<file path="config.mk">
export PLATFORM = sky130hd
export DESIGN_NAME = note_sequencer_tone_divider_core
export DESIGN_NICKNAME = d
export VERILOG_FILES = /design/src/nsd_pkg.sv /design/src/nsd_ctrl.sv /design/src/nsd_datapath.sv /design/src/note_sequencer_tone_divider_core.sv
export SDC_FILE = /design/constraint.sdc
export NUM_CORES = 1
export LEC_CHECK = 0
export ABC_AREA = 1
export BUFFER_PORTS_ARGS = -buffer_cell sky130_fd_sc_hd__buf_2
export CORE_ASPECT_RATIO = 2
export CORE_MARGIN = 2
export CORE_UTILIZATION = 45
export DETAILED_ROUTE_END_ITERATION = 10
export SLEW_MARGIN = 20
export SYNTH_ARGS = -nofsm -noshare
export SYNTH_HDL_FRONTEND = slang
export SYNTH_SLANG_ARGS = --single-unit
</file>
<file path="constraint.sdc">
create_clock -name clk -period 8 [get_ports clk]
set_clock_uncertainty 0.15 [all_clocks]
set_input_delay 1.6 -clock clk [delete_from_list [all_inputs] [get_ports clk]]
set_output_delay 1.6 -clock clk [all_outputs]
set_load 0.02 [all_outputs]
</file>
<file path="src/nsd_pkg.sv">
// Shared types, constants and pitch tables for the note sequencer tone divider.
package nsd_pkg;

    localparam int CLOCK_HZ_DEFAULT = 16000000;

    localparam int CODE_W   = 4;
    localparam int VALUE_W  = 3;
    localparam int DATA_W   = 16;
    localparam int TABLE_W  = 14;
    localparam int OCT_W    = 4;
    localparam int MAX_UP   = 7;
    localparam int FREQ_W   = TABLE_W + MAX_UP;

    localparam logic [DATA_W-1:0] WHOLE_NOTE_RESET = DATA_W'(1000);
    localparam logic [DATA_W-1:0] DIV_MAX          = '1;

    localparam logic [CODE_W-1:0] CODE_PAUSE = CODE_W'(0);
    localparam logic [CODE_W-1:0] CODE_FLAG  = CODE_W'(15);

    localparam logic [VALUE_W-1:0] FLAG_SHARP    = VALUE_W'(0);
    localparam logic [VALUE_W-1:0] FLAG_DOT      = VALUE_W'(1);
    localparam logic [VALUE_W-1:0] FLAG_OCT_UP   = VALUE_W'(2);
    localparam logic [VALUE_W-1:0] FLAG_OCT_DOWN = VALUE_W'(3);

    localparam logic signed [OCT_W-1:0] OCT_HIGH = OCT_W'(7);
    localparam logic signed [OCT_W-1:0] OCT_LOW  = OCT_W'(-8);

    typedef struct packed {
        logic load;
        logic step;
        logic commit;
    } nsd_cmd_t;

    typedef struct packed {
        logic needs_div;
        logic div_last;
    } nsd_status_t;

    // pitch frequency in 0.1 Hz, C4..B5
    function automatic logic [TABLE_W-1:0] natural_freq(input logic [CODE_W-1:0] code);
        logic [TABLE_W-1:0] f;
        unique case (code)
            4'd1:    f = TABLE_W'(2616);
            4'd2:    f = TABLE_W'(2937);
            4'd3:    f = TABLE_W'(3296);
            4'd4:    f = TABLE_W'(3492);
            4'd5:    f = TABLE_W'(3919);
            4'd6:    f = TABLE_W'(4400);
            4'd7:    f = TABLE_W'(4939);
            4'd8:    f = TABLE_W'(5233);
            4'd9:    f = TABLE_W'(5873);
            4'd10:   f = TABLE_W'(6593);
            4'd11:   f = TABLE_W'(6985);
            4'd12:   f = TABLE_W'(7840);
            4'd13:   f = TABLE_W'(8800);
            4'd14:   f = TABLE_W'(9878);
            default: f = '0;
        endcase
        return f;
    endfunction

    function automatic logic [TABLE_W-1:0] sharp_freq(input logic [CODE_W-1:0] code);
        logic [TABLE_W-1:0] f;
        unique case (code)
            4'd1:    f = TABLE_W'(2772);
            4'd2:    f = TABLE_W'(3111);
            4'd3:    f = TABLE_W'(3296);
            4'd4:    f = TABLE_W'(3700);
            4'd5:    f = TABLE_W'(4153);
            4'd6:    f = TABLE_W'(4662);
            4'd7:    f = TABLE_W'(4939);
            4'd8:    f = TABLE_W'(5544);
            4'd9:    f = TABLE_W'(6223);
            4'd10:   f = TABLE_W'(6593);
            4'd11:   f = TABLE_W'(7400);
            4'd12:   f = TABLE_W'(8306);
            4'd13:   f = TABLE_W'(9323);
            4'd14:   f = TABLE_W'(9878);
            default: f = '0;
        endcase
        return f;
    endfunction

endpackage

</file>
<file path="src/nsd_ctrl.sv">
// Control state machine: sequences load, divide steps and result commit.
module nsd_ctrl
    import nsd_pkg::*;
(
    input  logic        clk,
    input  logic        rst_n,
    input  logic        in_valid,
    output logic        in_ready,
    output logic        out_valid,
    input  logic        out_ready,
    input  nsd_status_t status,
    output nsd_cmd_t    cmd
);

    typedef enum logic [1:0] {
        S_IDLE,
        S_DIV,
        S_DONE
    } state_t;

    state_t state_reg, state_next;
    logic   out_valid_reg, out_valid_next;
    logic   slot_free;

    assign slot_free = !out_valid_reg || out_ready;
    assign in_ready  = (state_reg == S_IDLE);
    assign out_valid = out_valid_reg;

    always_comb
    begin
        state_next = state_reg;
        cmd        = '0;
        unique case (state_reg)
            S_IDLE:
            begin
                if (in_valid)
                begin
                    cmd.load   = 1'b1;
                    state_next = status.needs_div ? S_DIV : S_DONE;
                end
            end
            S_DIV:
            begin
                cmd.step = 1'b1;
                if (status.div_last)
                    state_next = S_DONE;
            end
            S_DONE:
            begin
                // wait for the output word to be taken
                if (slot_free)
                begin
                    cmd.commit = 1'b1;
                    state_next = S_IDLE;
                end
            end
            default: state_next = S_IDLE;
        endcase
    end

    always_comb
    begin
        out_valid_next = out_valid_reg;
        if (cmd.commit)
            out_valid_next = 1'b1;
        else if (out_ready)
            out_valid_next = 1'b0;
    end

    always_ff @(posedge clk or negedge rst_n)
    begin
        if (!rst_n)
        begin
            state_reg     <= S_IDLE;
            out_valid_reg <= 1'b0;
        end
        else
        begin
            state_reg     <= state_next;
            out_valid_reg <= out_valid_next;
        end
    end

    a_commit_slot: assert property (@(posedge clk) disable iff (!rst_n)
        cmd.commit |-> (!out_valid_reg || out_ready))
        else $error("result committed over an untaken word");

    a_load_leaves_idle: assert property (@(posedge clk) disable iff (!rst_n)
        cmd.load |=> (state_reg != S_IDLE))
        else $error("load did not leave idle");

    a_div_ends: assert property (@(posedge clk) disable iff (!rst_n)
        (state_reg == S_DIV && status.div_last) |=> (state_reg == S_DONE))
        else $error("divide did not finish on its last step");

endmodule

</file>
<file path="src/nsd_datapath.sv">
// Datapath: note state, pitch lookup, restoring divider and result registers.
module nsd_datapath
    import nsd_pkg::*;
#(
    parameter int CLOCK_HZ = CLOCK_HZ_DEFAULT
)
(
    input  logic                clk,
    input  logic                rst_n,
    input  logic [CODE_W-1:0]   note_code,
    input  logic [VALUE_W-1:0]  note_value,
    input  logic                cfg_valid,
    input  logic [DATA_W-1:0]   whole_note_ms,
    input  nsd_cmd_t            cmd,
    output nsd_status_t         status,
    output logic [DATA_W-1:0]   tone_divider,
    output logic                divider_changed,
    output logic [DATA_W-1:0]   duration_ms
);

    localparam longint BASE  = (longint'(CLOCK_HZ) / 8) * 10;
    localparam int     QUO_W = $clog2(BASE + 1);
    localparam int     CNT_W = $clog2(QUO_W);

    // configuration and note state
    logic [DATA_W-1:0]       whole_reg;
    logic                    sharp_reg, sharp_next;
    logic signed [OCT_W-1:0] oct_reg, oct_next;
    logic [DATA_W-1:0]       last_reg, last_next;
    logic [DATA_W-1:0]       cur_div_reg, cur_div_next;

    // latched item and divider
    logic [CODE_W-1:0]  code_reg;
    logic [VALUE_W-1:0] value_reg;
    logic [FREQ_W-1:0]  freq_reg;
    logic [FREQ_W-1:0]  rem_reg;
    logic [QUO_W-1:0]   dvd_reg;
    logic [CNT_W-1:0]   cnt_reg;

    // result word
    logic [DATA_W-1:0] tone_reg, tone_next;
    logic              changed_reg, changed_next;
    logic [DATA_W-1:0] dur_reg, dur_next;

    logic [TABLE_W-1:0] tbl_freq;
    logic [FREQ_W-1:0]  shifted_freq;
    logic [OCT_W-1:0]   down_amt;
    logic [FREQ_W:0]    trial;
    logic [FREQ_W:0]    diff;
    logic               ge;
    logic [DATA_W-1:0]  quot_sat;
    logic [DATA_W-1:0]  note_div;

    assign status.needs_div = (note_code != CODE_FLAG) && (note_code != CODE_PAUSE);
    assign status.div_last  = (cnt_reg == CNT_W'(QUO_W - 1));

    // frequency for the incoming note, shifted by octave
    always_comb
    begin
        tbl_freq = sharp_reg ? sharp_freq(note_code) : natural_freq(note_code);
        down_amt = OCT_W'(-oct_reg);
        if (oct_reg < 0)
            shifted_freq = FREQ_W'(tbl_freq) >> down_amt;
        else
            shifted_freq = FREQ_W'(tbl_freq) << oct_reg[OCT_W-2:0];
    end

    // one restoring step: quotient bits shift in where dividend bits leave
    assign trial = {rem_reg, dvd_reg[QUO_W-1]};
    assign diff  = trial - {1'b0, freq_reg};
    assign ge    = (trial >= {1'b0, freq_reg});

    assign quot_sat = (|dvd_reg[QUO_W-1:DATA_W]) ? DIV_MAX : dvd_reg[DATA_W-1:0];
    assign note_div = (code_reg == CODE_PAUSE) ? '0 : quot_sat;

    always_comb
    begin
        sharp_next   = sharp_reg;
        oct_next     = oct_reg;
        last_next    = last_reg;
        cur_div_next = cur_div_reg;
        tone_next    = cur_div_reg;
        changed_next = 1'b0;
        dur_next     = '0;
        if (code_reg == CODE_FLAG)
        begin
            unique case (value_reg)
                FLAG_SHARP:
                    sharp_next = 1'b1;
                FLAG_DOT:
                begin
                    last_next = last_reg >> 1;
                    dur_next  = last_reg >> 1;
                end
                FLAG_OCT_UP:
                begin
                    if (oct_reg != OCT_HIGH)
                        oct_next = oct_reg + OCT_W'(1);
                end
                FLAG_OCT_DOWN:
                begin
                    if (oct_reg != OCT_LOW)
                        oct_next = oct_reg - OCT_W'(1);
                end
                default: ;
            endcase
        end
        else
        begin
            tone_next    = note_div;
            changed_next = (note_div != cur_div_reg);
            cur_div_next = note_div;
            dur_next     = whole_reg >> value_reg;
            last_next    = whole_reg >> value_reg;
            sharp_next   = 1'b0;
        end
    end

    always_ff @(posedge clk or negedge rst_n)
    begin
        if (!rst_n)
        begin
            whole_reg   <= WHOLE_NOTE_RESET;
            sharp_reg   <= 1'b0;
            oct_reg     <= '0;
            last_reg    <= '0;
            cur_div_reg <= '0;
            cnt_reg     <= '0;
        end
        else
        begin
            if (cfg_valid)
                whole_reg <= whole_note_ms;
            if (cmd.load)
                cnt_reg <= '0;
            else if (cmd.step)
                cnt_reg <= cnt_reg + CNT_W'(1);
            if (cmd.commit)
            begin
                sharp_reg   <= sharp_next;
                oct_reg     <= oct_next;
                last_reg    <= last_next;
                cur_div_reg <= cur_div_next;
            end
        end
    end

    always_ff @(posedge clk)
    begin
        if (cmd.load)
        begin
            code_reg  <= note_code;
            value_reg <= note_value;
            freq_reg  <= shifted_freq;
            rem_reg   <= '0;
            dvd_reg   <= QUO_W'(BASE);
        end
        else if (cmd.step)
        begin
            rem_reg <= ge ? diff[FREQ_W-1:0] : trial[FREQ_W-1:0];
            dvd_reg <= {dvd_reg[QUO_W-2:0], ge};
        end
        if (cmd.commit)
        begin
            tone_reg    <= tone_next;
            changed_reg <= changed_next;
            dur_reg     <= dur_next;
        end
    end

    assign tone_divider    = tone_reg;
    assign divider_changed = changed_reg;
    assign duration_ms     = dur_reg;

    a_tone_tracks_current: assert property (@(posedge clk) disable iff (!rst_n)
        cmd.commit |=> (tone_reg == cur_div_reg))
        else $error("output divider differs from divider in use");

    a_restart_means_change: assert property (@(posedge clk) disable iff (!rst_n)
        (cmd.commit && changed_next) |=> (cur_div_reg != $past(cur_div_reg)))
        else $error("restart flagged without a divider change");

    a_flag_keeps_divider: assert property (@(posedge clk) disable iff (!rst_n)
        (cmd.commit && code_reg == CODE_FLAG) |=> !changed_reg)
        else $error("flag word flagged a restart");

endmodule

</file>
<file path="src/note_sequencer_tone_divider_core.sv">
// Note sequencer tone divider: top level joining controller and datapath.
//
// Input channel (in_valid/in_ready) takes one word per note: note_code 0 is a
// pause, 1..14 are pitches C4..B5, 15 is a flag whose note_value selects sharp,
// dot, octave up or octave down. For notes note_value is the length exponent.
// Output channel (out_valid/out_ready) gives one word per input word:
// tone_divider (timer period in clock/8 ticks, 0 = tone off), divider_changed
// (counter restart) and duration_ms.
// Config channel (cfg_valid/cfg_ready) writes whole_note_ms; always ready.
// whole_note_ms must be written only while the block is idle; the block does not enforce this.
// Flags and pauses go from accept straight to the result commit; pitches first
// pass through the restoring divider, one quotient bit per cycle over QUO_W bits,
// QUO_W being the bit width of (CLOCK_HZ/8)*10 (25 bits at 16 MHz).
// One word is in work at a time; the next word is taken once the previous
// result sits in the output register, so throughput equals latency while the
// receiver keeps up.
// Reset clears sharp, octave, last duration and the divider in use (tone off)
// and sets whole_note_ms to 1000. A stalled receiver holds the finished word
// in the output register; the next word then waits in the controller.
module note_sequencer_tone_divider_core
    import nsd_pkg::*;
#(
    parameter int CLOCK_HZ = CLOCK_HZ_DEFAULT
)
(
    input  logic               clk,
    input  logic               rst_n,
    input  logic               in_valid,
    output logic               in_ready,
    input  logic [CODE_W-1:0]  note_code,
    input  logic [VALUE_W-1:0] note_value,
    output logic               out_valid,
    input  logic               out_ready,
    output logic [DATA_W-1:0]  tone_divider,
    output logic               divider_changed,
    output logic [DATA_W-1:0]  duration_ms,
    input  logic               cfg_valid,
    output logic               cfg_ready,
    input  logic [DATA_W-1:0]  whole_note_ms
);

    nsd_cmd_t    cmd;
    nsd_status_t status;

    assign cfg_ready = 1'b1;

    nsd_ctrl u_ctrl (
        .clk       (clk),
        .rst_n     (rst_n),
        .in_valid  (in_valid),
        .in_ready  (in_ready),
        .out_valid (out_valid),
        .out_ready (out_ready),
        .status    (status),
        .cmd       (cmd)
    );

    nsd_datapath #(
        .CLOCK_HZ (CLOCK_HZ)
    ) u_datapath (
        .clk             (clk),
        .rst_n           (rst_n),
        .note_code       (note_code),
        .note_value      (note_value),
        .cfg_valid       (cfg_valid),
        .whole_note_ms   (whole_note_ms),
        .cmd             (cmd),
        .status          (status),
        .tone_divider    (tone_divider),
        .divider_changed (divider_changed),
        .duration_ms     (duration_ms)
    );

endmodule
</file>
[Word-level counts from Yosys, hierarchy flattened]
Memories as Yosys holds them, arrays and structs flattened.
Cells that the tools add are included.
Operators by class
  add/subtract/negate cells: 5
  multiply operators: 0
  divide/modulo/power cells: 0
  order comparisons: 2
  eq/ne operators: 18
  shifts and indexed selects: 3
  mux-type cells: 29
  bitwise logic cells: 0
  reductions and logical operators: 15
Operators by type and width (count)
  $mux 16: 6
  $mux 21: 2
  $ge 22x21->1: 1
  $shl 14x3->21: 1
  $shr 14x4->21: 1
  $sub 21x21->21: 1
  $ne 16x16->1: 1
  $shr 16x3->16: 1
  $mux 15: 1
  $mux 14: 1
  $ne 4x4->1 const B: 3
  $mux 5: 2
  $mux 1: 9
  $reduce_or 9->1: 1
  $mux 2: 4
  $mux 4: 2
  $ne 2x2->1 const B: 4
  $pmux 4 s2: 1
  $eq 3x2->1 const B: 2
  $ne 2x1->1 const B: 3
  $pmux 2 s3: 1
  $reduce_bool 2->1: 3
  $add 5x1->5 const B: 1
  $eq 5x5->1 const B: 1
  18 further kinds: 19
Storage, ports and cells
  bits in registers: 168
  bits in latches: 0
  RAM bits: 0
  bits in read-only memories: 448
  input port bits: 28
  logic and storage cells: 90
  memories: 2
Memories
  (no name shown): words 16, bits a word 14, rd ports 1, clocked after memory_dff 0, wr ports 0, line nsd_pkg.sv:64  | unique case (code)
  (no name shown): words 16, bits a word 14, rd ports 1, clocked after memory_dff 0, wr ports 0, line nsd_pkg.sv:42  | unique case (code)

[Longest topological paths before layout]
Gate-level depths: netlist (run 1).
  word-level depth: 5
  depth in mapped cells: 18

[By module]
From an unflattened synthesis (run 1), not the netlist that was laid out.
Second synthesis, totals
  cell total of the unflattened synthesis: 1544
  area, all modules: 10884.2 µm²
By module, submodules not included
  nsd_datapath: times used 1, cells an instance 1517, area an instance 10697.8 µm², sequential area each 4186.5 µm²
  nsd_ctrl: times used 1, cells an instance 25, area an instance 175.2 µm², sequential area each 75.1 µm²
  note_sequencer_tone_divider_core: times used 1, cells an instance 2, area an instance 11.3 µm², sequential area each 0.0 µm²

[Least setup slack after synthesis (run 1)]
Ideal clock, no wire load.
  path type: input-to-reg
  from: in in_valid
  to: reg u_datapath.dvd_reg[0]
  data arrival time: 3607 ps
  slack: 4134 ps
  stages: 6
  cells stage by stage: inv_1 -> nor2_1 -> inv_1 -> buf_6 -> nand2_1 -> inv_1
RTL lines
  start, declared: line note_sequencer_tone_divider_core.sv:28  | input logic in_valid,
  end signal, assigned: line nsd_datapath.sv:156  | dvd_reg <= QUO_W'(BASE);
  end signal, assigned: line nsd_datapath.sv:161  | dvd_reg <= {dvd_reg[QUO_W-2:0], ge};
  end, declared: line nsd_datapath.sv:37  | logic [QUO_W-1:0] dvd_reg;

[Final worst setup path (run 1)]
  from: reg u_datapath.oct_reg[0]
  to: reg u_datapath.freq_reg[3] (data pin)
Between the ends
  longest elaborated chain between the ends: 3
Ends and longest elaborated chain
  start, declared: line nsd_datapath.sv:28  | logic signed [OCT_W-1:0] oct_reg, oct_next;
  start signal, assigned: line nsd_datapath.sv:141  | oct_reg <= oct_next;
  $neg 4->4: line nsd_datapath.sv:61  | down_amt = OCT_W'(-oct_reg);
  $shr 14x4->21: line nsd_datapath.sv:63  | shifted_freq = FREQ_W'(tbl_freq) >> down_amt;
  $mux 21 (*): line nsd_datapath.sv:62  | if (oct_reg < 0)
  named net u_datapath.shifted_freq[3]: line nsd_datapath.sv:46  | logic [FREQ_W-1:0] shifted_freq;
  end signal, assigned: line nsd_datapath.sv:154  | freq_reg <= shifted_freq;
  end, declared: line nsd_datapath.sv:35  | logic [FREQ_W-1:0] freq_reg;
Mark *: on every way through the listed nets, which the timed path passes. The rest lies on a longest branch.
A chain may end at the register's enable or synchronous reset.

==> results of run 1 <==
stage by stage:
step | cells | hold slack, ns | total power [mW]
global placement | 1780 | 0.317 | 3.64
CTS | 1812 | 0.333 | 4.48
floorplan | 1485 | 0.298 | 3.12
global route | 1812 | 0.359 | 4.83
detailed placement | 1780 | 0.318 | 3.66
finish | 1812 | 0.333 | 4.45
metal layers:
| metal | track usage, % | share of wire, % | up-vias |
|---|---|---|---|
| met4 | 14.2 | 5.5 | 0 |
| li1 | - | - | 4934 |
| met1 | 24.7 | 37 | 4491 |
| met2 | 46.7 | 55 | 224 |
| met3 | 3.50 | 2.7 | 94 |
| met5 | 0 | 0 | - |
worst reg2reg max path: cells and delay by family, from the launching register on:
kind | cells | cell delay, ns
buffers and inverters | 2 | 1.08
and+or+nand+nor | 4 | 0.47
DFF | 1 | 0.78
adders and majority gates | 1 | 0.86
AOI/OAI and AO/OA | 1 | 0.19
power breakdown:
part	internal, mW	switching, mW	leakage (nW)	total, mW
clock	0.412	0.385	0.270	0.797
sequential	1.22	0.208	1.66	1.43
combinational	0.704	1.52	3.80	2.23
layout by cell type, fill, tap and decap left out, types with 7 or more instances in the layout:
master       n
nand2_1    461
nand3_1    181
inv_1      178
o21ai_0    108
nor2_1      83
buf_2       62
edfxtp_1    61
dfrtp_1     54
dfxtp_1     46
ha_1        34
a21oi_1     31
o22ai_1     28
clkbuf_16   17
nand4_1     15
nand2_2     15
inv_2       12
a22oi_1     12
xor2_1      11
o21ai_1      8
nor2_2       7
o211ai_1     7
cells by family after synthesis:
kind of cell,Yosys count,share of synthesized area [%]
AOI/OAI and AO/OA,214,11.4
xor gates and xnor gates,14,1.15
adders and majority gates,36,4.36
buffers and inverters,246,9.47
DFF,167,39.9
muxes,8,0.808
other,1,0.0351
and+or+nand+nor,799,32.9
final cells by class:
cell class              count  area (µm²)
fillers                  2377       11700
flip-flops and latches    167        4260
inverters                 191         717
multi-input cells        1072        5420
clock inverters            14         133
repair buffers             67         348
well taps                 283         354
clock buffers              18         429
worst min-delay path by stage:
| stage | depth (start not counted) | from | slack, ns | to |
|---|---|---|---|---|
| 2_1_floorplan | 2 | u_datapath.rem_reg[17] | 0.30 | u_datapath.rem_reg[17] |
| 3_3_place_gp | 2 | u_datapath.rem_reg[17] | 0.32 | u_datapath.rem_reg[17] |
| 3_5_place_dp | 2 | u_datapath.dvd_reg[16] | 0.32 | u_datapath.dvd_reg[16] |
| 4_1_cts | 2 | u_datapath.dvd_reg[16] | 0.33 | u_datapath.dvd_reg[16] |
| 5_1_grt | 2 | u_datapath.rem_reg[18] | 0.36 | u_datapath.rem_reg[18] |
| 6_report | 2 | u_datapath.dvd_reg[16] | 0.33 | u_datapath.dvd_reg[16] |
==> metrics.md, run 1 <==
| Metric | Value |
|---|---|
| Outcome | finished with violations |
| Failing checks | design-rule violations |
| Synth async-reset ratio | between 30 and 40% |
| Worst EP required | roughly 8.2 ns |
| Gr usage total | roughly a quarter |
| Yosys top cell area share | 17.1% |
| Mapped Area | roughly 11000 µm² |
| Post-DP HPWL | 23000 µm |
| R2R depth | 8 |
| Seq/Total Area, Yosys | 39.9% |
| Max stage delay cell, worst path | ha_1 |
| Placed Instance Area | roughly 11000 µm² |
| DRC violations left | 2 |
| Ys Warns | 0 |
| Pleak | between 5 and 6 nW |
| Count leader, synth | nand2_1 |
| R2R Setup Slk | between 4 and 5 ns |
| Gr ovfl total | 0 |
| Initial drt markers | around 630 |
| Setup crit end kind | flop |
| CP bufs+invs | 2 |
| Synthesis-to-finish area growth | 9.11% |
| Fmax | 0.273 GHz |
| Measured slew at the worst slew-check pin | 0.975 ns |
| GPL Wtd Cong | 0.921 |
| TritonCTS buffer count | 17 |
| Post-synth top cells | nand2_1 (462), nand3_1 (181), inv_1 (178) |
| First-pass GRT wire length | 48300 µm |
| Drt wl/cell | roughly 17 µm |
| CTS HTree Levels | 4 |
| Worst path arrival time | 3.82 ns |
| CP cell instances | clkinv_1 -> ha_1 -> inv_1 -> nand3_1 -> nand3_1 -> o21ai_1 -> nand2_1 -> nand2_1 |
| CP max stage delay | 0.85 ns |
| CP endpoint | u_datapath.freq_reg[3] |
| Reg2reg start | u_datapath.oct_reg[0] |
| Peak supply drop | ~0.21 mV |
| RR Endpoint | u_datapath.freq_reg[3] |
| Critical path peak fanout | 19 |
| Diode count | 0 |
| Final Max Slew Viols | 0 |
| Slew headroom | 34.6% |
| Post-cts resize count | 0 |
| Row count | between 70 and 80 |
| Max-cap violation count | 0 |
| Vias per inst | roughly 5.4 |
| PwrDens | approximately 380 nW/µm² |
| Dominant synthesized flop cell | edfxtp_1 |
| Finished Core Util | between 40 and 50% |
| CTS tree | done |
| Gate Count Post-Synth | around 1500 |
| Largest register FFs | 25 |
| Pin count of the biggest net entering global routing | 61 |
| # IOs | 64 |
| Fin Setup TNS | 0 ns |
| Final min period | between 3 and 4 ns |
| Post-synthesis register bit count | 167 |
| Die Ht | ~220 µm |
| Post-CTS Repair Setup Buffers | 0 |
| Worst path depth | 8 |
| Area leader, netlist | edfxtp_1 |
| Initial core utilization | 45.8% |
| Crit path launch | u_datapath.oct_reg[0] |
| Routed Antenna Nets | 0 |
| RSZ-0062 raised after global routing | false |
| Final worst-path cycle share | between 40% and 50% |
| Pre-CTS setup slack | roughly 4.0 ns |
| Area contributors post-synth | edfxtp_1 (17%), nand2_1 (16%), dfrtp_1 (13%) |
| CP startpoint kind | flop |
| Worst skew pair latency | roughly 0.45 ns |
| Die X | about 110 µm |
| Non-Filler Cell Area, Final | between 10000 and 15000 µm² |
| Mapped Avg Cell Area | roughly 7.2 µm² |
| Finish-stage setup viols | 0 |
| Worst-path clk slew | approximately 0.070 ns |
| Vias in the first global route | just under 10000 |
| Kind of critical path | reg -> reg |
| Initial antenna violation count | 0 |
| Crit path max-delay family | buffers and inverters |
| CTS Hold Bufs | 0 |
| Final WL | 29900 µm |
| Hold Fails Final Rpt | 0 |
| Buffers on Ports | between 60 and 70 |
| Clock Tree Buf Depth | 2 |
| Yosys cell types | 57 |
| Layout cell share with drive strength beyond 1 | 11.1% |
| EDFF count, synth | about 60 |
| Syn_nets | between 1500 and 2000 |
| Sink Count | 167 |
| Vias | a little under 10000 |
| Die area | between 20000 and 30000 µm² |
| Worst min path class | reg -> reg |
| Post-route worst setup slack | 4.34 ns |
| Detailed Routing Iterations Pass 1 | 9 |
| Nets | around 1600 |
| Core Region | 23300 µm² |
| Root Driver | clkbuf_16 |
No activity file was read; power rests on OpenSTA's default activity.
==> run 2, diff against run 1 <==
Settings changed: ABC_AREA 1 to 0.
Clock period 8 ns to 3.05 ns, I/O delays scaled along.
==> metrics.md, run 2 <==
| Metric | Value |
|---|---|
| Initial core utilization | 45.6% (-0.16 points) |
| Post-Layout Cell Count | 1593 (-12%) |
| Critical path peak fanout | 11 (-8) |
| Nets | 1361 (-14%) |
| Max stage delay cell, worst path | edfxtp_1 |
| Clock Tree Buf Depth | 2 (unchanged) |
| Yosys cell types | 82 (+44%) |
| Core Region | 23100 µm² (-0.85%) |
| Post-DP HPWL | 21800 µm (-5.0%) |
| Detailed Routing Iterations Pass 1 | 5 (-4) |
| Kind of critical path | reg -> reg |
| Commonest non-fill, non-tap cell in the layout | nand2_1 |
| Count leader, synth | nand2_1 |
| Area leader, netlist | edfxtp_1 |
| Non-Filler Cell Area, Final | 12200 µm² (+4.5%) |
| Syn_nets | 1271 (-18%) |
| Ys Warns | 0 (unchanged) |
| Initial drt markers | 467 (-26%) |
| Dpl cells | 1560 (-12%) |
| Layout cell share with drive strength beyond 1 | 18.5% (+7.4 points) |
| DRC violations left | 0 (-2) |
| Post-synth top cells | nand2_1 (158), o21ai_0 (150), nor2_1 (92) |
| Max-cap violation count | 0 (unchanged) |
| CP startpoint kind | flop |
| Area contributors post-synth | edfxtp_1 (17%), dfrtp_1 (13%), dfxtp_1 (8.7%) |
| Largest register FFs | 25 (unchanged) |
| Hold Fails Final Rpt | 0 (unchanged) |
| Peak supply drop | 0.558 mV (+170%) |
| CP max stage delay | 0.38 ns (-0.47 ns) |
| Worst-path clk slew | 0.07 ns (about the same) |
| RSZ-0062 raised after global routing | false |
| Die X | 112 µm (-0.58%) |
| Final WL | 28600 µm (-4.5%) |
| Seq/Total Area, Yosys | 40.4% (+0.48 points) |
| Setup crit end kind | flop |
| Vias | 9117 (-6.4%) |
| Measured slew at the worst slew-check pin | 0.961 ns (-0.0143 ns) |
| Gr usage total | 23.4% (-1.1 points) |
| Fill cell count | 2233 (-6.1%) |
| Worst skew pair latency | 0.46 ns (about the same) |
| PwrDens | 926 nW/µm² (+140%) |
| Slew headroom | 35.7% (+1.1 points) |
| Routed Antenna Nets | 0 (unchanged) |
| Root Driver | clkbuf_16 |
| GPL Wtd Cong | 0.936 (+1.6%) |
| Vias per inst | 5.72 (+6.4%) |
| Mapped Avg Cell Area | 8.75 µm² (+22%) |
| CP bufs+invs | 2 (unchanged) |
| Commonest non-fill, non-tap cells in the layout | nand2_1 (158), o21ai_0 (150), nor2_1 (92) |
| CTS HTree Levels | 4 (unchanged) |
| Die area | 24800 µm² (-1.2%) |
| Die Ht | 221 µm (-0.59%) |
| Diode count | 0 (unchanged) |
| Mapped Area | 10600 µm² (-1.2%) |
| Final worst-path cycle share | 93.9% (+48 points) |
| Placed Instance Area | 11600 µm² (+4.2%) |
| Row count | 79 (unchanged) |
| Finished Core Util | 52.7% (+2.7 points) |
| Fmax | 0.349 GHz (+28%) |
| Synthesis-to-finish area growth | 15.4% |
| Drt wl/cell | 17.9 µm (+8.6%) |
| CTS tree | done |
| Most used cell, CP | o21ai_0 |
| Gate Count Post-Synth | 1207 (-19%) |
| Post-synthesis register bit count | 167 (unchanged) |
| Sink Count | 167 (unchanged) |
| Dominant synthesized flop cell | edfxtp_1 |
| TritonCTS buffer count | 17 (unchanged) |
| Worst EP required | 3.22 ns (-4.94 ns) |
| CP cell instances | inv_1 -> ha_1 -> a211oi_1 -> nor2_1 -> o21ai_0 -> o22ai_1 -> a21oi_2 -> nand2_2 -> buf_12 -> mux2i_1 -> o21ai_0 |
| EDFF count, synth | 61 (unchanged) |
| Vias in the first global route | 8974 (-7.3%) |
| Worst min path class | in -> reg |
| Initial antenna violation count | 0 (unchanged) |
| Pleak | 5.22 nW (-8.8%) |
| Gr ovfl total | 0 (unchanged) |
| Buffers on Ports | 62 (unchanged) |
| Worst path arrival time | 3.04 ns (-0.78 ns) |
| Final min period | 2.86 ns (-0.796 ns) |
| First-pass GRT wire length | 45500 µm (-5.8%) |
| Crit path max-delay family | compound AO/OA/AOI/OAI gates |
| Yosys top cell area share | 17.4% (+0.21 points) |
| Finish-stage setup viols | 0 (unchanged) |
| Synth async-reset ratio | 35.9% (unchanged) |
| # IOs | 64 (unchanged) |
| Pin count of the biggest net entering global routing | 62 (+1.6%) |
| Final Max Slew Viols | 0 (unchanged) |
| Outcome | complete, no violations |
==> run 2: repair_timing <==
action / in CTS / in global routing
endpoints found under the hold margin: 4 / 0
endpoints found under the setup margin: 0 / 7
hold buffers: 1 / 0
buffers inserted: 0 / 0
gates resized for setup: 0 / 2
==> run 2: final cells by class <==
| type | instances | area [µm²] | share of cell area (%) |
|---|---|---|---|
| multi-input combinational | 908 | 5740 | 47.1 |
| timing repair buffer | 149 | 1020 | 8.34 |
| clock buffer | 19 | 454 | 3.73 |
| sequential | 167 | 4260 | 35.0 |
| tap | 283 | 354 | 2.91 |
| inverter | 54 | 203 | 1.66 |
| clock inverter | 13 | 151 | 1.24 |
==> run 2: where the power goes <==
part / switching, mW / internal, mW
Sequential: 0.694 / 3.17
Combinational: 3.02 / 2.19
Clock: 1.00 / 1.21
==> run 2: cells by family after synthesis <==
family          synth area share, %
buf+inv                        5.50
simple gates                   15.8
mux                            8.81
xor+xnor                       2.07
flops                          40.4
fa+ha+maj                      4.41
other cells                  0.0355
compound gates                 23.1
==> run 2: stage by stage <==
stage / setup slack (ns) / power (mW) / hold slack (ns) / TNS, ns
6_report: 0.186 / 11.3 / 0.180 / 0
5_1_grt: 0.0425 / 12.1 / 0.160 / 0
4_1_cts: 0.130 / 11.3 / 0.154 / 0
3_5_place_dp: -0.200 / 9.08 / 0.298 / -0.973
3_3_place_gp: -0.195 / 8.98 / 0.295 / -0.822
2_1_floorplan: 0.00468 / 7.43 / 0.164 / 0
==> run 2: worst register-to-register path, delay by kind of cell, from the launching register on <==
kind | cells | cell delay (ns)
AND/OR/NAND/NOR | 2 | 0.24
flip-flops | 1 | 0.38
multiplexers | 1 | 0.19
AO/OA/AOI/OAI | 5 | 1.23
buffers and inverters | 2 | 0.29
adder cells (fa/ha/maj) | 1 | 0.27
==> run 2: worst paths after layout <==
path | slack [ns] | cells after the start | end | start
max | 0.19 | 11 | u_datapath.rem_reg[18] | u_datapath.freq_reg[11]
min | 0.18 | 1 | u_datapath.value_reg[1] | note_value[1]
max reg2reg | 0.19 | 11 | u_datapath.rem_reg[18] | u_datapath.freq_reg[11]
min reg2reg | 0.33 | 2 | u_datapath.dvd_reg[19] | u_datapath.dvd_reg[19]
max in group asynchronous | 1.68 | 3 | u_datapath.whole_reg[9] | rst_n
min in group asynchronous | 0.37 | 2 | u_datapath.cur_div_reg[8] | rst_n
==> run 2: metal layers <==
layer / wire, µm / global-route usage [%] / vias up
met5: 0 / 0 / -
met1: 10500 / 23.4 / 4334
met4: 1390 / 13.6 / 0
li1: - / - / 4540
met2: 16000 / 45.1 / 171
met3: 686 / 3.45 / 72
